`config.mk`:
```
export PLATFORM = sky130hd
export DESIGN_NAME = i2c_slave_byte_engine_core
export DESIGN_NICKNAME = d
export VERILOG_FILES = /design/src/rtl/isb_pkg.sv /design/src/rtl/i2c_slave_byte_engine_core.sv
export SDC_FILE = /design/constraint.sdc
export NUM_CORES = 1
export LEC_CHECK = 0
export BUFFER_PORTS_ARGS = -buffer_cell sky130_fd_sc_hd__buf_2
export CAP_MARGIN = 20
export CORE_MARGIN = 4
export CORE_UTILIZATION = 41
export DETAILED_ROUTE_END_ITERATION = 7
export GPL_TIMING_DRIVEN = 0
export PLACE_DENSITY_LB_ADDON = 0.05
export SLEW_MARGIN = 40
export SYNTH_ARGS = -nofsm -noshare
export SYNTH_HDL_FRONTEND = slang
export SYNTH_SLANG_ARGS = --single-unit
export TNS_END_PERCENT = 1
```
`constraint.sdc`:
```
create_clock -name clk -period 3.3 [get_ports clk]
set_input_delay 0.165 -clock clk [delete_from_list [all_inputs] [get_ports clk]]
set_output_delay 0.165 -clock clk [all_outputs]
set_load 0.03 [all_outputs]
```
`src/rtl/isb_pkg.sv`:
```
// ----------------------------------------------------------------------------
// isb_pkg
// Shared types and constants of the two-wire slave byte engine: event kinds,
// shifter action codes, bus phases, ring depths and the word layouts.
// ----------------------------------------------------------------------------
package isb_pkg;

  // ring depths and the widths that follow from them
  localparam int RX_DEPTH = 32;
  localparam int TX_DEPTH = 32;
  localparam int RX_PTR_W = (RX_DEPTH > 1) ? $clog2(RX_DEPTH) : 1;
  localparam int TX_PTR_W = (TX_DEPTH > 1) ? $clog2(TX_DEPTH) : 1;
  localparam int RX_FILL_W = $clog2(RX_DEPTH + 1);
  localparam int TX_FILL_W = $clog2(TX_DEPTH + 1);

  // field widths
  localparam int KIND_W = 2;
  localparam int BYTE_W = 8;
  localparam int ACT_W = 3;
  localparam int LEVEL_W = 6;
  localparam int ADDR_W = 7;
  localparam int PHASE_W = 3;

  // own address after reset
  localparam logic [ADDR_W-1:0] OWN_ADDR_RESET = 7'd8;

  // read/write bit of the address byte, and the general call address
  localparam logic [BYTE_W-1:0] READ_BIT = 8'h01;
  localparam logic [BYTE_W-1:0] GENERAL_CALL = 8'h00;

  // event kinds
  localparam logic [KIND_W-1:0] KIND_START = 2'd0;
  localparam logic [KIND_W-1:0] KIND_SHIFT = 2'd1;
  localparam logic [KIND_W-1:0] KIND_PUSH = 2'd2;
  localparam logic [KIND_W-1:0] KIND_POP = 2'd3;

  // shifter actions
  localparam logic [ACT_W-1:0] ACT_WAIT_ADDR = 3'd0;
  localparam logic [ACT_W-1:0] ACT_SEND_ACK = 3'd1;
  localparam logic [ACT_W-1:0] ACT_SEND_DATA = 3'd2;
  localparam logic [ACT_W-1:0] ACT_WAIT_ACK = 3'd3;
  localparam logic [ACT_W-1:0] ACT_RECEIVE = 3'd4;
  localparam logic [ACT_W-1:0] ACT_NONE = 3'd5;

  // bus phases
  localparam logic [PHASE_W-1:0] PH_CHECK_ADDR = 3'd0;
  localparam logic [PHASE_W-1:0] PH_SEND = 3'd1;
  localparam logic [PHASE_W-1:0] PH_WAIT_ACK = 3'd2;
  localparam logic [PHASE_W-1:0] PH_CHECK_ACK = 3'd3;
  localparam logic [PHASE_W-1:0] PH_WAIT_RX = 3'd4;
  localparam logic [PHASE_W-1:0] PH_RX = 3'd5;
  localparam logic [PHASE_W-1:0] PH_IDLE = 3'd6;

  // input word
  typedef struct packed {
    logic [KIND_W-1:0] kind;
    logic [BYTE_W-1:0] bus_byte;
    logic [BYTE_W-1:0] host_byte;
  } item_t;

  // result word
  typedef struct packed {
    logic [ACT_W-1:0] next_action;
    logic [BYTE_W-1:0] drive_byte;
    logic read_start;
    logic read_done;
    logic [BYTE_W-1:0] rx_data;
    logic rx_valid;
    logic overrun;
    logic tx_rejected;
    logic [LEVEL_W-1:0] rx_level;
    logic [LEVEL_W-1:0] tx_level;
  } result_t;

endpackage

```
`src/rtl/i2c_slave_byte_engine_core.sv`:
```
// ----------------------------------------------------------------------------
// i2c_slave_byte_engine_core
// Byte-level two-wire slave: address match, receive ring, transmit ring and
// the next action for the bit shifter, one event word per cycle while the result side keeps up.
// ----------------------------------------------------------------------------
// One event word is taken per cycle and its result word appears in the
// output register in the following cycle; the engine keeps taking words
// while a result waits, so long as the output register is free or being
// emptied in the same cycle. Throughput is one word per cycle, set by the
// single pass from the event port through the phase logic and ring pointers
// into the output register; the ring bytes come from each ring's memory read
// register, loaded in that same cycle. The own address may be written at any
// time through the config port, which is always ready.
module i2c_slave_byte_engine_core (
  input  logic                          clk,
  input  logic                          rst,
  input  logic                          item_valid,
  output logic                          item_ready,
  input  isb_pkg::item_t                item,
  output logic                          result_valid,
  input  logic                          result_ready,
  output isb_pkg::result_t              result,
  input  logic                          cfg_valid,
  output logic                          cfg_ready,
  input  logic [isb_pkg::ADDR_W-1:0]    cfg_data
);

  // ring memories and their registered read ports
  logic [isb_pkg::BYTE_W-1:0] rx_mem [isb_pkg::RX_DEPTH];
  logic [isb_pkg::BYTE_W-1:0] tx_mem [isb_pkg::TX_DEPTH];
  logic [isb_pkg::BYTE_W-1:0] rx_rd;
  logic [isb_pkg::BYTE_W-1:0] tx_rd;

  // control state
  logic [isb_pkg::ADDR_W-1:0]    own_address;
  logic [isb_pkg::PHASE_W-1:0]   bus_phase, bus_phase_next;
  logic [isb_pkg::RX_PTR_W-1:0]  rx_write_ptr, rx_read_ptr;
  logic [isb_pkg::TX_PTR_W-1:0]  tx_write_ptr, tx_read_ptr;
  logic [isb_pkg::RX_FILL_W-1:0] rx_fill, rx_fill_next;
  logic [isb_pkg::TX_FILL_W-1:0] tx_fill, tx_fill_next;

  // output register
  logic                        out_valid;
  logic [isb_pkg::ACT_W-1:0]   out_action;
  logic                        out_send;
  logic                        out_rstart;
  logic                        out_rdone;
  logic                        out_rvalid;
  logic                        out_ovr;
  logic                        out_rej;
  logic [isb_pkg::LEVEL_W-1:0] out_rx_level;
  logic [isb_pkg::LEVEL_W-1:0] out_tx_level;

  // event decode results
  logic                      accept;
  logic [isb_pkg::ACT_W-1:0] action;
  logic                      rstart, rdone, ovr, rej;
  logic                      do_send, send_ok;
  logic                      rx_wr, tx_wr, pop_ok;
  logic                      addr_match;

  assign item_ready = !out_valid || result_ready;
  assign accept = item_valid && item_ready;
  assign cfg_ready = 1'b1;

  assign addr_match = (item.bus_byte == isb_pkg::GENERAL_CALL) ||
                      (item.bus_byte[isb_pkg::BYTE_W-1:1] == own_address);

  // phase and ring decisions for one event word
  always_comb begin
    bus_phase_next = bus_phase;
    action = isb_pkg::ACT_NONE;
    rstart = 1'b0;
    rdone = 1'b0;
    ovr = 1'b0;
    rej = 1'b0;
    do_send = 1'b0;
    rx_wr = 1'b0;
    tx_wr = 1'b0;
    pop_ok = 1'b0;
    unique case (item.kind)
      isb_pkg::KIND_START: begin
        bus_phase_next = isb_pkg::PH_CHECK_ADDR;
        action = isb_pkg::ACT_WAIT_ADDR;
      end
      isb_pkg::KIND_SHIFT: begin
        unique case (bus_phase)
          isb_pkg::PH_CHECK_ADDR: begin
            if (addr_match) begin
              if ((item.bus_byte & isb_pkg::READ_BIT) != '0) begin
                rstart = 1'b1;
                bus_phase_next = isb_pkg::PH_SEND;
              end else begin
                bus_phase_next = isb_pkg::PH_WAIT_RX;
              end
              action = isb_pkg::ACT_SEND_ACK;
            end else begin
              bus_phase_next = isb_pkg::PH_IDLE;
              action = isb_pkg::ACT_WAIT_ADDR;
            end
          end
          isb_pkg::PH_CHECK_ACK: begin
            if (item.bus_byte != '0) begin
              rdone = 1'b1;
              bus_phase_next = isb_pkg::PH_IDLE;
              action = isb_pkg::ACT_WAIT_ADDR;
            end else begin
              do_send = 1'b1;
            end
          end
          isb_pkg::PH_SEND: begin
            do_send = 1'b1;
          end
          isb_pkg::PH_WAIT_ACK: begin
            bus_phase_next = isb_pkg::PH_CHECK_ACK;
            action = isb_pkg::ACT_WAIT_ACK;
          end
          isb_pkg::PH_WAIT_RX: begin
            bus_phase_next = isb_pkg::PH_RX;
            action = isb_pkg::ACT_RECEIVE;
          end
          isb_pkg::PH_RX: begin
            if (rx_fill < isb_pkg::RX_FILL_W'(isb_pkg::RX_DEPTH)) begin
              rx_wr = 1'b1;
            end else begin
              ovr = 1'b1;
            end
            bus_phase_next = isb_pkg::PH_WAIT_RX;
            action = isb_pkg::ACT_SEND_ACK;
          end
          default: begin
            bus_phase_next = isb_pkg::PH_IDLE;
            action = isb_pkg::ACT_NONE;
          end
        endcase
        // serve a data byte from the transmit ring
        if (do_send) begin
          if (tx_fill != '0) begin
            bus_phase_next = isb_pkg::PH_WAIT_ACK;
            action = isb_pkg::ACT_SEND_DATA;
          end else begin
            bus_phase_next = isb_pkg::PH_IDLE;
            action = isb_pkg::ACT_WAIT_ADDR;
          end
        end
      end
      isb_pkg::KIND_PUSH: begin
        if (tx_fill >= isb_pkg::TX_FILL_W'(isb_pkg::TX_DEPTH)) begin
          rej = 1'b1;
        end else begin
          tx_wr = 1'b1;
        end
      end
      isb_pkg::KIND_POP: begin
        pop_ok = (rx_fill != '0);
      end
      default: begin
        action = isb_pkg::ACT_NONE;
      end
    endcase
  end

  assign send_ok = do_send && (tx_fill != '0);

  // ring fill counts
  always_comb begin
    rx_fill_next = rx_fill;
    tx_fill_next = tx_fill;
    if (rx_wr) begin
      rx_fill_next = rx_fill + 1'b1;
    end else if (pop_ok) begin
      rx_fill_next = rx_fill - 1'b1;
    end
    if (tx_wr) begin
      tx_fill_next = tx_fill + 1'b1;
    end else if (send_ok) begin
      tx_fill_next = tx_fill - 1'b1;
    end
  end

  // own address register
  always_ff @(posedge clk) begin
    if (rst) begin
      own_address <= isb_pkg::OWN_ADDR_RESET;
    end else if (cfg_valid) begin
      own_address <= cfg_data;
    end
  end

  // phase, pointers and fill counts
  always_ff @(posedge clk) begin
    if (rst) begin
      bus_phase <= isb_pkg::PH_CHECK_ADDR;
      rx_write_ptr <= '0;
      rx_read_ptr <= '0;
      tx_write_ptr <= '0;
      tx_read_ptr <= '0;
      rx_fill <= '0;
      tx_fill <= '0;
    end else if (accept) begin
      bus_phase <= bus_phase_next;
      rx_fill <= rx_fill_next;
      tx_fill <= tx_fill_next;
      if (rx_wr) begin
        rx_write_ptr <= (rx_write_ptr == isb_pkg::RX_PTR_W'(isb_pkg::RX_DEPTH - 1)) ?
                        '0 : rx_write_ptr + 1'b1;
      end
      if (pop_ok) begin
        rx_read_ptr <= (rx_read_ptr == isb_pkg::RX_PTR_W'(isb_pkg::RX_DEPTH - 1)) ?
                       '0 : rx_read_ptr + 1'b1;
      end
      if (tx_wr) begin
        tx_write_ptr <= (tx_write_ptr == isb_pkg::TX_PTR_W'(isb_pkg::TX_DEPTH - 1)) ?
                        '0 : tx_write_ptr + 1'b1;
      end
      if (send_ok) begin
        tx_read_ptr <= (tx_read_ptr == isb_pkg::TX_PTR_W'(isb_pkg::TX_DEPTH - 1)) ?
                       '0 : tx_read_ptr + 1'b1;
      end
    end
  end

  // receive ring memory
  always_ff @(posedge clk) begin
    if (accept && rx_wr) begin
      rx_mem[rx_write_ptr] <= item.bus_byte;
    end
    if (accept) begin
      rx_rd <= rx_mem[rx_read_ptr];
    end
  end

  // transmit ring memory
  always_ff @(posedge clk) begin
    if (accept && tx_wr) begin
      tx_mem[tx_write_ptr] <= item.host_byte;
    end
    if (accept) begin
      tx_rd <= tx_mem[tx_read_ptr];
    end
  end

  // output register valid
  always_ff @(posedge clk) begin
    if (rst) begin
      out_valid <= 1'b0;
    end else if (item_ready) begin
      out_valid <= item_valid;
    end
  end

  // output register payload
  always_ff @(posedge clk) begin
    if (accept) begin
      out_action <= action;
      out_send <= send_ok;
      out_rstart <= rstart;
      out_rdone <= rdone;
      out_rvalid <= pop_ok;
      out_ovr <= ovr;
      out_rej <= rej;
      out_rx_level <= isb_pkg::LEVEL_W'(rx_fill_next);
      out_tx_level <= isb_pkg::LEVEL_W'(tx_fill_next);
    end
  end

  // result word
  assign result_valid = out_valid;
  always_comb begin
    result.next_action = out_action;
    result.drive_byte = out_send ? tx_rd : '0;
    result.read_start = out_rstart;
    result.read_done = out_rdone;
    result.rx_data = out_rvalid ? rx_rd : '0;
    result.rx_valid = out_rvalid;
    result.overrun = out_ovr;
    result.tx_rejected = out_rej;
    result.rx_level = out_rx_level;
    result.tx_level = out_tx_level;
  end

endmodule

```
==> results of run 1 <==
[registers in the layout, summed over array words and instances (netlist names), 5 cells and up]
| name | cells |
|---|---|
| rx_rd | 8 |
| tx_write_ptr | 5 |
| out_rx_level | 6 |
| out_tx_level | 6 |
| tx_fill | 6 |
| rx_fill | 6 |
| rx_read_ptr | 5 |
| rx_write_ptr | 5 |
| tx_rd | 8 |
| tx_read_ptr | 5 |
| tx_mem | 256 |
| rx_mem | 256 |
| own_address | 7 |
[kinds of logic (layout without fill, tap and decap cells)]
kind of cell | count (synthesis) | in the layout | synth area share
fa+ha+maj | 20 | 20 | 0.0105
other cells | 1 | 1 | 0.000157
simple gates | 283 | 283 | 0.0623
flops | 592 | 592 | 0.724
buf+inv | 101 | 299 | 0.0198
mux | 175 | 175 | 0.124
xor+xnor | 19 | 19 | 0.00695
compound gates | 181 | 181 | 0.0517
[path summary, 6_finish.rpt]
kind | slack, ns | to
min reg2reg | 0.52 | own_address[0]
max reg2reg | 0.23 | rx_mem[16][4]
min | 0.05 | result_valid
max | 0.23 | rx_mem[16][4]
[metal layers]
layer	GRT usage	routed length, microns
met1	0.298	29000
met2	0.288	27300
met3	0.0317	2760
met4	0.0488	1250
met5	0	0
[worst min-delay path, stage by stage]
cell and delay [ns]:
buf_2 0.07, nor2b_1 0.08, inv_2 0.16, a21oi_1 0.09
[metrics by stage]
stage | instances | hold slack [ns] | worst slack, ns | area [sq um]
2_1_floorplan | 1372 | 0.264 | 0.902 | 23900
3_3_place_gp | 2203 | 0.377 | -0.255 | 25200
3_5_place_dp | 2208 | 0.382 | 0.166 | 25400
4_1_cts | 2335 | 0.0136 | 0.173 | 27500
5_1_grt | 2335 | 0.0403 | 0.0523 | 27600
6_report | 2335 | 0.0454 | 0.233 | 27600
[power groups by stage]
stage | logic, mW | registers, mW | clock network [mW]
6_report | 0.449 | 8.26 | 6.90
5_1_grt | 0.489 | 8.26 | 7.39
4_1_cts | 0.458 | 8.26 | 7.08
3_5_place_dp | 0.449 | 8.42 | 0
3_3_place_gp | 0.439 | 8.42 | 0
2_1_floorplan | 0.194 | 8.44 | 0
[layout by cell type (no fill, tap or decap), drive strengths merged, types with 7 or more instances in the layout]
master / instances
or3: 10
nand3: 14
nor2b: 9
nand3b: 7
and3: 10
inv: 21
a2111oi: 7
a211oi: 14
dfxtp: 43
nand4: 8
xnor2: 7
mux2: 8
buf: 121
o21ai: 26
edfxtp: 549
ha: 20
o221ai: 10
nor2: 102
o22ai: 26
clkinv: 32
clkbuf: 114
xor2: 12
a22oi: 27
and2: 19
nand2: 41
dlygate4sd3: 9
mux2i: 70
or4: 7
a21oi: 39
a31oi: 8
nor3: 25
mux4: 97
[final cells by class]
class,count,share of cell area
flip-flops and latches,592,0.629
multi-input cells,679,0.229
clock buffers,81,0.0651
well taps,765,0.0347
repair buffers,80,0.0163
plain buffers,83,0.0148
clock inverters,37,0.00813
inverters,18,0.00254
==> impl_metrics.json, run 1 <==
{
  "dp_hpwl_microns": 39600,
  "power_mw": 15.6,
  "cp_cell_sequence": "clkbuf_1 -> nand2b_1 -> nor4_4 -> nand2_1 -> nor2_1",
  "diodes": 0,
  "wl_per_cell_microns": 25.8,
  "ff_latch_area_sq_um": 17300,
  "cp_max_fo": 8,
  "crit_family": "simple AND/OR/NAND/NOR gates",
  "post-route-min-period_ns": 3.07,
  "clock_path_buffers": 3,
  "drc": 0,
  "die_w_microns": 250,
  "hold_viol_final": 0,
  "postCtsSetupRepairBufs": 0,
  "ios": 69,
  "yosysMostFrequentCell": "edfxtp_1",
  "critPathSlowestCell": "nor2_1",
  "period_share": 0.929,
  "portBuffers": 66,
  "cts_tree": "yes",
  "ys.flop_type": "edfxtp_1",
  "max_slew.worst_pin.slew_ns": 0.839,
  "arrival_ns": 3.28,
  "rsz0062_at_grt": "no",
  "nFillCells": 4959,
  "gp_congestion": 0.805,
  "endpoint_kind": "register",
  "grt_pass1_vias": 13184,
  "maxCapViolCount": 0,
  "cp_num_buf_inv": 1,
  "first_pass_iters": 7,
  "clkSinkCount": 592,
  "grt_pass1_wl_microns": 89200,
  "ctsHoldBuffers": 9,
  "slew_viol_final": 0,
  "holdCritStartpoint": "result_ready",
  "setup_viol": 0,
  "grt_max_degree": 45,
  "pwr-share-clk": 0.442,
  "antenna_found_initial": 2,
  "synthCells": 1372,
  "path_clk_slew_ns": 0.06,
  "fp.coreArea_sq_um": 57800,
  "wl_microns": 60300,
  "die_h_microns": 250,
  "nets": 1571,
  "status": "finished, final reports clean",
  "drt_iter0_markers": 1096,
  "root_buffer": "clkbuf_16",
  "synth_edf_count": 549,
  "hold_class": "in2reg",
  "dieArea_sq_um": 62300,
  "pwr-share-comb": 0.029,
  "overflow": 0,
  "yosys-top-cells-count": "edfxtp_1 (549), nor2_1 (101), mux4_2 (97)",
  "multi_input_area_sq_um": 6310,
  "ys_types": 68,
  "p_leak_nw": 8.66,
  "syn2layout_area_growth_pct": 15.1,
  "synth_warnings": 0,
  "synthTopCellsByArea": "edfxtp_1 (69%), mux4_2 (9.1%), dfxtp_1 (3.6%)",
  "p_sw_mw": 3.30,
  "post_cts_resized": 0,
  "crit_start": "bus_phase[1]",
  "slowest_delay_ns": 0.77,
  "final_util": 0.477,
  "syn_area_sq_um": 23900,
  "via_per_inst": 5.57,
  "ys_ff_latch": 592,
  "synth_top_area_share": 0.689,
  "clk_latency_ns": 0.60,
  "fin_skew_ns": 0.0196,
  "powerDensity_nw_per_um2": 566,
  "syn_nets": 1422,
  "num_vias": 13011,
  "r2r_start": "bus_phase[1]",
  "ant_nets": 0,
  "max_freq_mhz": 326,
  "drive_gt1_frac": 0.252,
  "cts.htree.levels": 3,
  "crit_cells": 5,
  "min_path_cells": 4,
  "rows": 88,
  "slew_headroom": 0.440,
  "initial_utilization": 0.414,
  "ys_async_sr_fraction": 0,
  "worstSetupPathType": "reg2reg",
  "track_usage": 0.193,
  "p_seq_frac": 0.529,
  "worstPathRequired_ns": 3.52,
  "yosysTopAreaCell": "edfxtp_1",
  "switching_share": 0.211,
  "ir_worst_vdd_mv": 0.434,
  "worstSetupStartpointType": "register",
  "cts_buffers": 67,
  "yosysSeqAreaShare": 0.724,
  "syn_avg_cell_area_sq_um": 17.5,
  "setup_tns_ns": 0,
  "reg2regPathDepth": 5,
  "p_int_mw": 12.3
}
Power figures use the tool's default switching activity.
==> run 2: changes to the inputs <==
--- a/config.mk
+++ b/config.mk
@@ -6,7 +6,8 @@
 export NUM_CORES = 1
 export LEC_CHECK = 0
 export BUFFER_PORTS_ARGS = -buffer_cell sky130_fd_sc_hd__buf_2
-export CAP_MARGIN = 20
+export CELL_PAD_IN_SITES_DETAIL_PLACEMENT = 2
+export CELL_PAD_IN_SITES_GLOBAL_PLACEMENT = 2
 export CORE_MARGIN = 4
 export CORE_UTILIZATION = 41
 export DETAILED_ROUTE_END_ITERATION = 7
==> impl_metrics.json, run 2 (synthesized netlist as in run 1, its figures left out) <==
{
  "syn2layout_area_growth_pct": 15.2,
  "fin_skew_ns": 0.0188,
  "ios": 69,
  "slowest_delay_ns": 0.80,
  "max_freq_mhz": 311,
  "slew_headroom": 0.386,
  "gr-max-usage-layer": "met2",
  "grt_use_met1": 0.327,
  "postCtsSetupRepairBufs": 0,
  "antenna_found_initial": 3,
  "dieArea_sq_um": 62300,
  "endpoint_kind": "register",
  "drt_iter0_markers": 921,
  "track_usage": 0.219,
  "clk_latency_ns": 0.60,
  "hold_viol_final": 0,
  "crit_family": "simple AND/OR/NAND/NOR gates",
  "first_pass_iters": 7,
  "drc": 0,
  "cts_tree": "yes",
  "powerDensity_nw_per_um2": 575,
  "worstSetupStartpointType": "register",
  "nets": 1565,
  "cp_max_fo": 8,
  "slew_viol_final": 0,
  "maxCapViolCount": 0,
  "hold_class": "in2reg",
  "rows": 88,
  "gp_congestion": 0.792,
  "cp_cell_sequence": "clkbuf_1 -> nand2b_1 -> nor4_4 -> nand2_1 -> nor2_1",
  "via_per_inst": 5.74,
  "overflow": 0,
  "dp_slack_ns": 0.129,
  "num_vias": 13388,
  "worstSetupPathType": "reg2reg",
  "drive_gt1_frac": 0.254,
  "reg_top3": "rx_mem (256), tx_mem (256)",
  "clock_path_buffers": 3,
  "dp_hpwl_microns": 44600,
  "multi_input_area_sq_um": 6320,
  "final_common_cell": "edfxtp_1",
  "max_slew.worst_pin.slew_ns": 0.918,
  "rsz0062_at_grt": "yes",
  "fp.coreArea_sq_um": 57800,
  "fin_ws_ns": 0.0845,
  "dpl.cell_count": 2203,
  "ff_latch_area_sq_um": 17300,
  "post-route-min-period_ns": 3.22,
  "final_cell_mix": "edfxtp_1 (549), buf_2 (97), mux4_2 (97)",
  "gr-usage-met2": 0.343,
  "layout.cells.non_filler": 2331,
  "grt_max_degree": 45,
  "ant_nets": 0,
  "root_buffer": "clkbuf_16",
  "path_clk_slew_ns": 0.06,
  "final_util": 0.477,
  "worstPathRequired_ns": 3.52,
  "status": "finished, final reports clean",
  "cts_buffers": 66,
  "ir_worst_vdd_mv": 0.421,
  "nFillCells": 5248,
  "setup_viol": 0,
  "use_met3": 0.0329,
  "critPathSlowestCell": "nor2_1",
  "portBuffers": 66,
  "wl_per_cell_microns": 29.4,
  "arrival_ns": 3.44,
  "period_share": 0.974,
  "holdWs_ns": 0.0559,
  "initial_utilization": 0.414,
  "cp_num_buf_inv": 1,
  "fin_area_sq_um": 27600,
  "clkSinkCount": 592,
  "placed_cell_area_sq_um": 25400,
  "p_leak_nw": 8.66,
  "wl_microns": 68500,
  "die_w_microns": 250,
  "grt_pass1_vias": 14587,
  "cts.htree.levels": 3,
  "die_h_microns": 250,
  "grt_pass1_wl_microns": 101000,
  "regToRegSetupSlack_ns": 0.08
}
[run 2: changes by cell type in the layout (fill, tap and decap cells not counted), sizes merged]
| cell | delta |
|---|---|
| clkbuf | +4 |
| buf | -5 |
| clkinv | -7 |
| diode | +1 |
| clkinvlp | +1 |
| bufinv | +2 |
[run 2: metal layers]
metal | wire length [microns] | up-vias
li1 | - | 5786
met1 | 32100 | 7189
met2 | 32100 | 328
met3 | 3160 | 85
met4 | 1130 | 0
met5 | 0 | -
[run 2: area by class of cell]
cell class | instances | share of cell area
antenna | 1 | 0.0000907
buffer | 83 | 0.0148
clock buffer | 85 | 0.0659
clock inverter | 33 | 0.00907
inverter | 18 | 0.00254
multi-input combinational | 679 | 0.229
sequential | 592 | 0.629
tap | 765 | 0.0347
timing repair buffer | 75 | 0.0152
[run 2: metrics by stage]
stage | total power, mW | setup TNS [ns]
after global routing | 16.4 | -2.39
after CTS | 16.0 | 0
after floorplan | 8.63 | 0
final | 15.9 | 0
after global placement | 8.86 | -32.99
after detailed placement | 8.88 | 0
[run 2: timing repair]
item	CTS	global route
setup endpoints to repair	0	80
endpoints found under the hold margin	9	0
resized for setup	0	3
hold buffers	9	0
[run 2: power by group]
part           leakage, nW  switching (mW)  internal (mW)
Combinational         2.32           0.346          0.121
Clock                 1.02            3.00           4.13
Sequential            5.32          0.0221           8.24
Total                 8.66            3.37           12.5
[run 2: worst register-to-register path, stage by stage, from the launching register on]
cell,delay (ns)
dfxtp_1,0.29
clkbuf_1,0.23
nand2b_1,0.34
nor4_4,0.61
nand2_1,0.56
nor2_1,0.81
[run 2: path summary, 6_finish.rpt]
path,from,cells after the start,end
setup / recovery,bus_phase[1],5,rx_mem[2][3]
hold / removal,result_ready,4,result_valid
setup reg to reg,bus_phase[1],5,rx_mem[2][3]
hold reg to reg,own_address[1],2,own_address[1]
